$ cat src/mfdu_pkg.sv
// Shared types and constants for the motor feedback frame decoder.
// Used by mfdu_unwrap and motor_feedback_frame_decode_unwrap; no dependencies.
`default_nettype none

package mfdu_pkg;

  localparam int unsigned CFG_INDEX_W = 2;
  localparam int unsigned CFG_DATA_W  = 16;
  localparam int unsigned POS_W       = 16;
  localparam int unsigned VEL_W       = 12;
  localparam int unsigned COUNT_W     = 48;
  localparam int unsigned DELTA_W     = POS_W + 1;

  // Register indexes of the configuration port.
  localparam logic [CFG_INDEX_W-1:0] REG_MASTER_ID      = 2'd0;
  localparam logic [CFG_INDEX_W-1:0] REG_MOTOR_NUM      = 2'd1;
  localparam logic [CFG_INDEX_W-1:0] REG_SPEED_DEADBAND = 2'd2;
  localparam logic [CFG_INDEX_W-1:0] REG_INIT_POSITION  = 2'd3;

  // Register reset values.
  localparam logic [10:0]      MASTER_ID_RST      = 11'd0;
  localparam logic [3:0]       MOTOR_NUM_RST      = 4'd1;
  localparam logic [11:0]      SPEED_DEADBAND_RST = 12'd6;
  localparam logic [POS_W-1:0] INIT_POSITION_RST  = 16'd32768;

  // One turn of the position code, and the velocity code at standstill times two.
  localparam logic signed [DELTA_W-1:0] TURN_COUNTS = 17'sd65535;
  localparam logic signed [DELTA_W-1:0] HALF_TURN   = 17'sd32768;
  localparam logic signed [VEL_W:0]     VEL_ZERO_X2 = 13'sd4095;

  typedef struct packed {
    logic [10:0] can_id;
    logic [63:0] frame_payload;
  } frame_t;

  typedef struct packed {
    logic [POS_W-1:0]          position_code;
    logic [VEL_W-1:0]          velocity_code;
    logic [11:0]               torque_code;
    logic [3:0]                motor_state;
    logic                      fault_flag;
    logic [7:0]                driver_temp;
    logic [7:0]                rotor_temp;
    logic signed [COUNT_W-1:0] turn_count_position;
  } result_t;

  // One position sample handed to the unwrap stage.
  typedef struct packed {
    logic             en;
    logic [POS_W-1:0] pos;
    logic [VEL_W-1:0] vel;
  } unwrap_step_t;

  // Calibration load of the unwrap state.
  typedef struct packed {
    logic             en;
    logic [POS_W-1:0] value;
  } unwrap_load_t;

endpackage

`default_nettype wire

$ cat src/mfdu_unwrap.sv
// Multi-turn position unwrap: holds the last position code and the 48-bit count.
// Depends on mfdu_pkg for widths, constants and the step/load structs.
`default_nettype none

module mfdu_unwrap (
  input  wire logic                                clk,
  input  wire logic                                rst,
  input  wire mfdu_pkg::unwrap_step_t              step,
  input  wire mfdu_pkg::unwrap_load_t              load,
  input  wire logic [11:0]                         speed_deadband,
  output logic signed [mfdu_pkg::COUNT_W-1:0]      count_next
);

  logic [mfdu_pkg::POS_W-1:0]          last_position;
  logic signed [mfdu_pkg::COUNT_W-1:0] multi_turn_position;

  logic signed [mfdu_pkg::DELTA_W-1:0] delta;
  logic signed [mfdu_pkg::DELTA_W-1:0] delta_adj;
  logic signed [mfdu_pkg::VEL_W:0]     speed;
  logic [mfdu_pkg::VEL_W:0]            speed_abs;
  logic [mfdu_pkg::VEL_W-1:0]          speed_mag;
  logic                                moving;

  always_comb begin
    delta = $signed({1'b0, step.pos}) - $signed({1'b0, last_position});
    // A step of half a turn or more is taken as a wrap in the other direction.
    if (delta <= -mfdu_pkg::HALF_TURN) begin
      delta_adj = delta + mfdu_pkg::TURN_COUNTS;
    end else if (delta >= mfdu_pkg::HALF_TURN) begin
      delta_adj = delta - mfdu_pkg::TURN_COUNTS;
    end else begin
      delta_adj = delta;
    end

    speed     = $signed({step.vel, 1'b0}) - mfdu_pkg::VEL_ZERO_X2;
    speed_abs = speed[mfdu_pkg::VEL_W] ? 13'(-speed) : 13'(speed);
    speed_mag = speed_abs[mfdu_pkg::VEL_W-1:0];
    moving    = speed_mag > speed_deadband;

    if (moving) begin
      count_next = multi_turn_position
                 + {{(mfdu_pkg::COUNT_W-mfdu_pkg::DELTA_W){delta_adj[mfdu_pkg::DELTA_W-1]}},
                    delta_adj};
    end else begin
      count_next = multi_turn_position;
    end
  end

  always_ff @(posedge clk) begin
    if (rst) begin
      last_position       <= mfdu_pkg::INIT_POSITION_RST;
      multi_turn_position <= mfdu_pkg::COUNT_W'(mfdu_pkg::INIT_POSITION_RST);
    end else if (load.en) begin
      last_position       <= load.value;
      multi_turn_position <= mfdu_pkg::COUNT_W'(load.value);
    end else if (step.en) begin
      last_position       <= step.pos;
      multi_turn_position <= count_next;
    end
  end

  // A single sample never moves the count by more than half a turn.
  a_step_bounded: assert property (@(posedge clk) disable iff (rst)
    (step.en && !load.en) |=>
      ((multi_turn_position - $past(multi_turn_position)) <= 48'sd32767 &&
       (multi_turn_position - $past(multi_turn_position)) >= -48'sd32768))
    else $error("multi-turn count moved by more than half a turn");

  a_last_tracks: assert property (@(posedge clk) disable iff (rst)
    (step.en && !load.en) |=> last_position == $past(step.pos))
    else $error("last position not updated from the sample");

  a_load_sets: assert property (@(posedge clk) disable iff (rst)
    load.en |=> multi_turn_position == mfdu_pkg::COUNT_W'(last_position))
    else $error("calibration load left count and last position apart");

endmodule

`default_nettype wire

$ cat src/motor_feedback_frame_decode_unwrap.sv
// Top level of the motor feedback frame decoder: frame register, match, unpack,
// result register. Depends on mfdu_pkg and mfdu_unwrap.
//
//   channel  | handshake                  | payload
//   ---------+----------------------------+------------------------------
//   frame    | frame_valid / frame_ready  | frame  (mfdu_pkg::frame_t)
//   result   | result_valid / result_ready| result (mfdu_pkg::result_t)
//   cfg      | cfg_write                  | cfg_index, cfg_data
//
// A frame is registered on transfer and decoded into the result register;
// one frame per cycle is sustained while the result side is not stalled.
// Frames that fail the identifier match are dropped in the frame register.
// A stalled result holds the result register, and the frame register holds
// the next frame, so ready falls only when both are full.
// Synchronous reset restores the register defaults and the unwrap state.
`default_nettype none

module motor_feedback_frame_decode_unwrap (
  input  wire logic                               clk,
  input  wire logic                               rst,
  input  wire logic                               frame_valid,
  output logic                                    frame_ready,
  input  wire mfdu_pkg::frame_t                   frame,
  output logic                                    result_valid,
  input  wire logic                               result_ready,
  output mfdu_pkg::result_t                       result,
  input  wire logic                               cfg_write,
  input  wire logic [mfdu_pkg::CFG_INDEX_W-1:0]   cfg_index,
  input  wire logic [mfdu_pkg::CFG_DATA_W-1:0]    cfg_data
);

  logic [10:0] master_id;
  logic [3:0]  motor_num;
  logic [11:0] speed_deadband;

  logic              s1_valid;
  mfdu_pkg::frame_t  s1_frame;
  logic              s1_match;
  logic              s1_advance;
  logic              out_free;
  logic              load_result;

  mfdu_pkg::result_t      result_next;
  mfdu_pkg::unwrap_step_t unwrap_step;
  mfdu_pkg::unwrap_load_t unwrap_load;
  logic signed [mfdu_pkg::COUNT_W-1:0] count_next;

  // Configuration registers.
  always_ff @(posedge clk) begin
    if (rst) begin
      master_id      <= mfdu_pkg::MASTER_ID_RST;
      motor_num      <= mfdu_pkg::MOTOR_NUM_RST;
      speed_deadband <= mfdu_pkg::SPEED_DEADBAND_RST;
    end else if (cfg_write) begin
      case (cfg_index)
        mfdu_pkg::REG_MASTER_ID:      master_id      <= cfg_data[10:0];
        mfdu_pkg::REG_MOTOR_NUM:      motor_num      <= cfg_data[3:0];
        mfdu_pkg::REG_SPEED_DEADBAND: speed_deadband <= cfg_data[11:0];
        default: ;
      endcase
    end
  end

  assign unwrap_load.en    = cfg_write && (cfg_index == mfdu_pkg::REG_INIT_POSITION);
  assign unwrap_load.value = cfg_data[mfdu_pkg::POS_W-1:0];

  // Handshake between the frame register and the result register.
  assign s1_match    = (s1_frame.can_id == master_id)
                    && (s1_frame.frame_payload[3:0] == motor_num);
  assign out_free    = !result_valid || result_ready;
  assign s1_advance  = s1_valid && (!s1_match || out_free);
  assign load_result = s1_valid && s1_match && out_free;
  assign frame_ready = !s1_valid || s1_advance;

  always_ff @(posedge clk) begin
    if (rst) begin
      s1_valid <= 1'b0;
    end else if (frame_ready) begin
      s1_valid <= frame_valid;
    end
  end

  always_ff @(posedge clk) begin
    if (frame_valid && frame_ready) begin
      s1_frame <= frame;
    end
  end

  // Field unpack; position is bytes one and two big-endian.
  always_comb begin
    result_next.position_code       = {s1_frame.frame_payload[15:8],
                                       s1_frame.frame_payload[23:16]};
    result_next.velocity_code       = {s1_frame.frame_payload[31:24],
                                       s1_frame.frame_payload[39:36]};
    result_next.torque_code         = {s1_frame.frame_payload[35:32],
                                       s1_frame.frame_payload[47:40]};
    result_next.motor_state         = s1_frame.frame_payload[7:4];
    result_next.fault_flag          = !s1_frame.frame_payload[7];
    result_next.driver_temp         = s1_frame.frame_payload[55:48];
    result_next.rotor_temp          = s1_frame.frame_payload[63:56];
    result_next.turn_count_position = count_next;
  end

  assign unwrap_step.en  = load_result;
  assign unwrap_step.pos = result_next.position_code;
  assign unwrap_step.vel = result_next.velocity_code;

  mfdu_unwrap u_unwrap (
    .clk            (clk),
    .rst            (rst),
    .step           (unwrap_step),
    .load           (unwrap_load),
    .speed_deadband (speed_deadband),
    .count_next     (count_next)
  );

  always_ff @(posedge clk) begin
    if (rst) begin
      result_valid <= 1'b0;
    end else if (out_free) begin
      result_valid <= load_result;
    end
  end

  always_ff @(posedge clk) begin
    if (load_result) begin
      result <= result_next;
    end
  end

  // A frame that fails the match never produces a result.
  a_drop_mismatch: assert property (@(posedge clk) disable iff (rst)
    (s1_valid && !s1_match && !result_valid) |=> !result_valid)
    else $error("mismatched frame produced a result");

  a_fault_state: assert property (@(posedge clk) disable iff (rst)
    result_valid |-> (result.fault_flag == !result.motor_state[3]))
    else $error("fault flag disagrees with motor state");

  a_ready_when_drop: assert property (@(posedge clk) disable iff (rst)
    (s1_valid && !s1_match) |-> frame_ready)
    else $error("frame stalled behind a frame that is being dropped");

endmodule

`default_nettype wire
$ cat config.mk
export PLATFORM = sky130hd
export DESIGN_NAME = motor_feedback_frame_decode_unwrap
export DESIGN_NICKNAME = d
export VERILOG_FILES = /design/src/mfdu_pkg.sv /design/src/mfdu_unwrap.sv /design/src/motor_feedback_frame_decode_unwrap.sv
export SDC_FILE = /design/constraint.sdc
export NUM_CORES = 1
export LEC_CHECK = 0
export BUFFER_PORTS_ARGS = -buffer_cell sky130_fd_sc_hd__buf_2
export CAP_MARGIN = 40
export CORE_MARGIN = 3
export CORE_UTILIZATION = 30
export CTS_CLUSTER_DIAMETER = 40
export DETAILED_ROUTE_END_ITERATION = 6
export GPL_TIMING_DRIVEN = 1
export SLEW_MARGIN = 5
export SYNTH_ARGS = -nofsm -noshare
export SYNTH_HDL_FRONTEND = slang
export SYNTH_SLANG_ARGS = --single-unit
$ cat constraint.sdc
create_clock -name clk -period 14.45 [get_ports clk]
set_input_delay 1.445 -clock clk [delete_from_list [all_inputs] [get_ports clk]]
set_output_delay 1.445 -clock clk [all_outputs]
set_load 0.01 [all_outputs]
==> run_results.csv <==
group,metric,value,unit
status,outcome,"complete, no violations",
synthesis,synthFlopType,"edfxtp_1",
grt,grt_pass1_wl,64.6,mm
clocking,clockBufferDepth,3,
grt,globalRoute.totalOverflow,0,
final_layout,design_area,18300,sq um
sta,tightestPinTransition,0.859,ns
sta,hold_viol,0,
synthesis,syn_avg_cell_area,10.0,sq um
synthesis,yosysWarnings,0,
clocking,postCtsResizedCells,0,
pwr,total_power,2.60,mW
setup_path,crit_type,"flop to flop",
final_layout,postLayoutCoreUtil,0.381,
setup_path,critical_path.max_fanout,8,
synthesis,synth_nets,1642,
synthesis,syn_inst,1464,
routing,via_per_inst,5.06,
floorplan,start_util,0.306,
sta,setup_slack,7.38,ns
floorplan,pin_count,209,
setup_path,endpoint_kind,"flop",
worst_hold_path,hold_path.class,"flop to flop",
pwr,powerDensity,142,nW/um^2
synthesis,ys_async_sr_fraction,0,
sta,period_minus_slack,7.07,ns
pwr,p_leak,7.28,nW
sta,setup_viol,0,
clocking,clock-sinks,277,
placed_design,pre_cts_ws,7.48,ns
setup_path,cp-start-kind,"flop",
job,cap_violations,0,
placed_design,dpl_cell_area,16400,sq um
clocking,ctsHtreeMaxLevel,2,
grt,grt_max_degree,63,
sta,maxSlewHeadroom,0.426,
clocking,post_cts_buffers,0,
routing,drt-initial-drc-count,718,
grt,grt_usage,0.158,
routing,firstDrtPassIters,5,
clocking,cts_hold_buf,0,
sta,min_period_over_period,0.489,
setup_path,cp.arrival,7.39,ns
synthesis,synth-seq-cells,277,
sta,rsz0062_at_grt,"no",
synthesis,ys_seq_area_frac,0.502,
sta,maxSlewViolCount,0,
grt,grt_pass1_vias,11705,
routing,drt.antenna.violating_nets,0,
placed_design,hpwl,29.9,mm
routing,drt_wl_total,41.3,mm
setup_path,cp.required,14.78,ns
sta,skew,0.0568,ns
clocking,cts_tree,"done",
placed_design,portBuffers,208,
pwr,peakVddDrop,0.135,mV
final_layout,area_delta_synth_final,24.4,%
placed_design,place.gp.congestion,0.907,
clocking,clkSlewWorstSetupHoldPaths,0.05,ns
floorplan,coreArea,48000,sq um
floorplan,dieArea,51700,sq um
clocking,cts-buffers-inserted,54,
routing,vias,11867,
final_layout,drive_above_1_share,0.209,
sta,fmaxAchievable,141,MHz
clocking,clk_latency,0.62,ns
floorplan,num_rows,80,
synthesis,synth-edff-count,184,
clocking,cts-root-buf,"clkbuf_16",
final_layout,nNetsFinal,1858,
sta,setup_tns,0,ns
routing,avgRoutedWirePerCell,17.6,microns
synthesis,synth_area,14700,sq um
synthesis,ys_types,75,
routing,drc,0,
floorplan,die_h,227,microns
grt,antenna_found_initial,4,
floorplan,die_w,227,microns
[through the flow]
| stage | std cells | hold slack [ns] |
|---|---|---|
| after detailed placement | 2239 | 0.406 |
| after global routing | 2343 | 0.422 |
| after CTS | 2341 | 0.418 |
| final | 2344 | 0.419 |
| after global placement | 2236 | 0.401 |
| after floorplan | 1464 | 0.400 |
[where the power goes]
part | internal (mW) | switching (mW) | leakage (nW)
clock | 0.741 | 0.494 | 0.890
sequential | 0.885 | 0.0142 | 2.47
combinational | 0.172 | 0.295 | 3.91
[cell type report]
cell class	instances	area, sq um
inverters	53	199
clock inverters	46	480
multi-input cells	1070	6890
clock buffers	56	1370
repair buffers	224	1190
diodes	3	7.51
well taps	615	769
flip-flops and latches	277	7390
fillers	4835	29800
[layer usage]
metal | vias up | track usage | wire length (microns)
met1 | 5626 | 0.210 | 18600
met2 | 372 | 0.254 | 19000
met4 | 2 | 0.0510 | 1050
met3 | 70 | 0.0401 | 2650
li1 | 5797 | - | -
met5 | - | 0 | 7
[cell usage in the layout, fill, tap and decap left out, types with 7 or more instances in the layout]
cell type | netlist | layout
clkinv_4 | 0 | 9
nor2_1 | 97 | 95
nand2_1 | 240 | 240
nand3b_1 | 7 | 7
a21o_1 | 63 | 63
nand4_1 | 16 | 16
a211oi_1 | 7 | 7
a21oi_1 | 113 | 113
a311oi_1 | 14 | 14
o211ai_1 | 7 | 7
inv_8 | 0 | 7
clkbuf_16 | 0 | 54
nor3_1 | 21 | 21
o21ai_0 | 62 | 62
dfxtp_1 | 93 | 93
inv_6 | 0 | 13
a211o_1 | 7 | 7
nor2b_1 | 9 | 9
edfxtp_1 | 184 | 184
a31oi_1 | 13 | 13
and2_1 | 14 | 12
nand3_1 | 28 | 28
nor4_1 | 7 | 7
nand2b_1 | 9 | 9
mux2_2 | 13 | 13
inv_1 | 53 | 53
o31ai_1 | 9 | 9
o21bai_1 | 9 | 9
ha_1 | 78 | 78
or2_2 | 9 | 9
buf_2 | 1 | 208
buf_4 | 1 | 13
mux2i_1 | 23 | 23
xnor2_1 | 77 | 77
xor2_1 | 15 | 15
and3_1 | 16 | 16
[state kept, by name, summed over array words and instances, names as in the netlist]
signal,cells
master_id,11
motor_num,4
result,109
result_next,60
result_valid,1
s1_frame,15
s1_valid,1
speed_deadband,12
u_unwrap.last_position,16
u_unwrap.multi_turn_position,48
[Yosys cell counts (13+ instances only)]
cell type,count,area (sq um)
o21ai_0,62,310
inv_1,53,199
xor2_1,15,131
edfxtp_1,184,5530
dfxtp_1,93,1860
xnor2_1,77,674
nand2_1,240,901
a21oi_1,113,566
clkbuf_1,56,210
nor2_1,97,364
ha_1,78,976
nand3_1,28,140
and2_1,14,87.6
nand4_1,16,100
mux2_2,13,146
nor3_1,21,105
and3_1,16,100
a311oi_1,14,123
a31oi_1,13,81.3
mux2i_1,23,230
a21o_1,63,473
[path summary, 6_finish.rpt]
check | to | from | cells past startpoint | slack (ns)
min | result[54] | result_next[54] | 0 | 0.42
min reg2reg | result[54] | result_next[54] | 0 | 0.42
max reg2reg | result[33] | result_next[93] | 25 | 7.38
max | result[33] | result_next[93] | 25 | 7.38
[worst max-delay path, cell delays in order, from the launching register on]
cell	delay [ns]
edfxtp_1	0.40
inv_1	0.11
ha_1	0.15
inv_1	0.05
fa_1	0.43
a21o_1	0.24
a21oi_1	0.25
xnor2_1	0.16
a2111oi_4	0.40
a21boi_2	0.27
or3b_1	0.52
o31ai_4	0.43
nand3_1	0.22
o32ai_1	0.31
xnor2_1	0.13
ha_1	0.38
nor2_1	0.07
o21ai_0	0.27
o211ai_1	0.18
a21oi_1	0.35
o2111ai_1	0.19
a21boi_0	0.47
a21oi_1	0.24
o31ai_1	0.36
xnor2_1	0.16
o21ai_0	0.08
[kinds of logic (layout without fill, tap and decap cells)]
logic type                 Yosys count  count (layout)  synth area share
adders and majority gates           80              80            0.0691
DFF                                277             277             0.502
other                                0               3                 0
buffers and inverters              117             379            0.0307
muxes                               36              36            0.0256
xor gates and xnor gates            92              92            0.0548
and+or+nand+nor                    493             493             0.151
AOI/OAI and AO/OA                  369             369             0.166
Power figures use the tool's default switching activity.
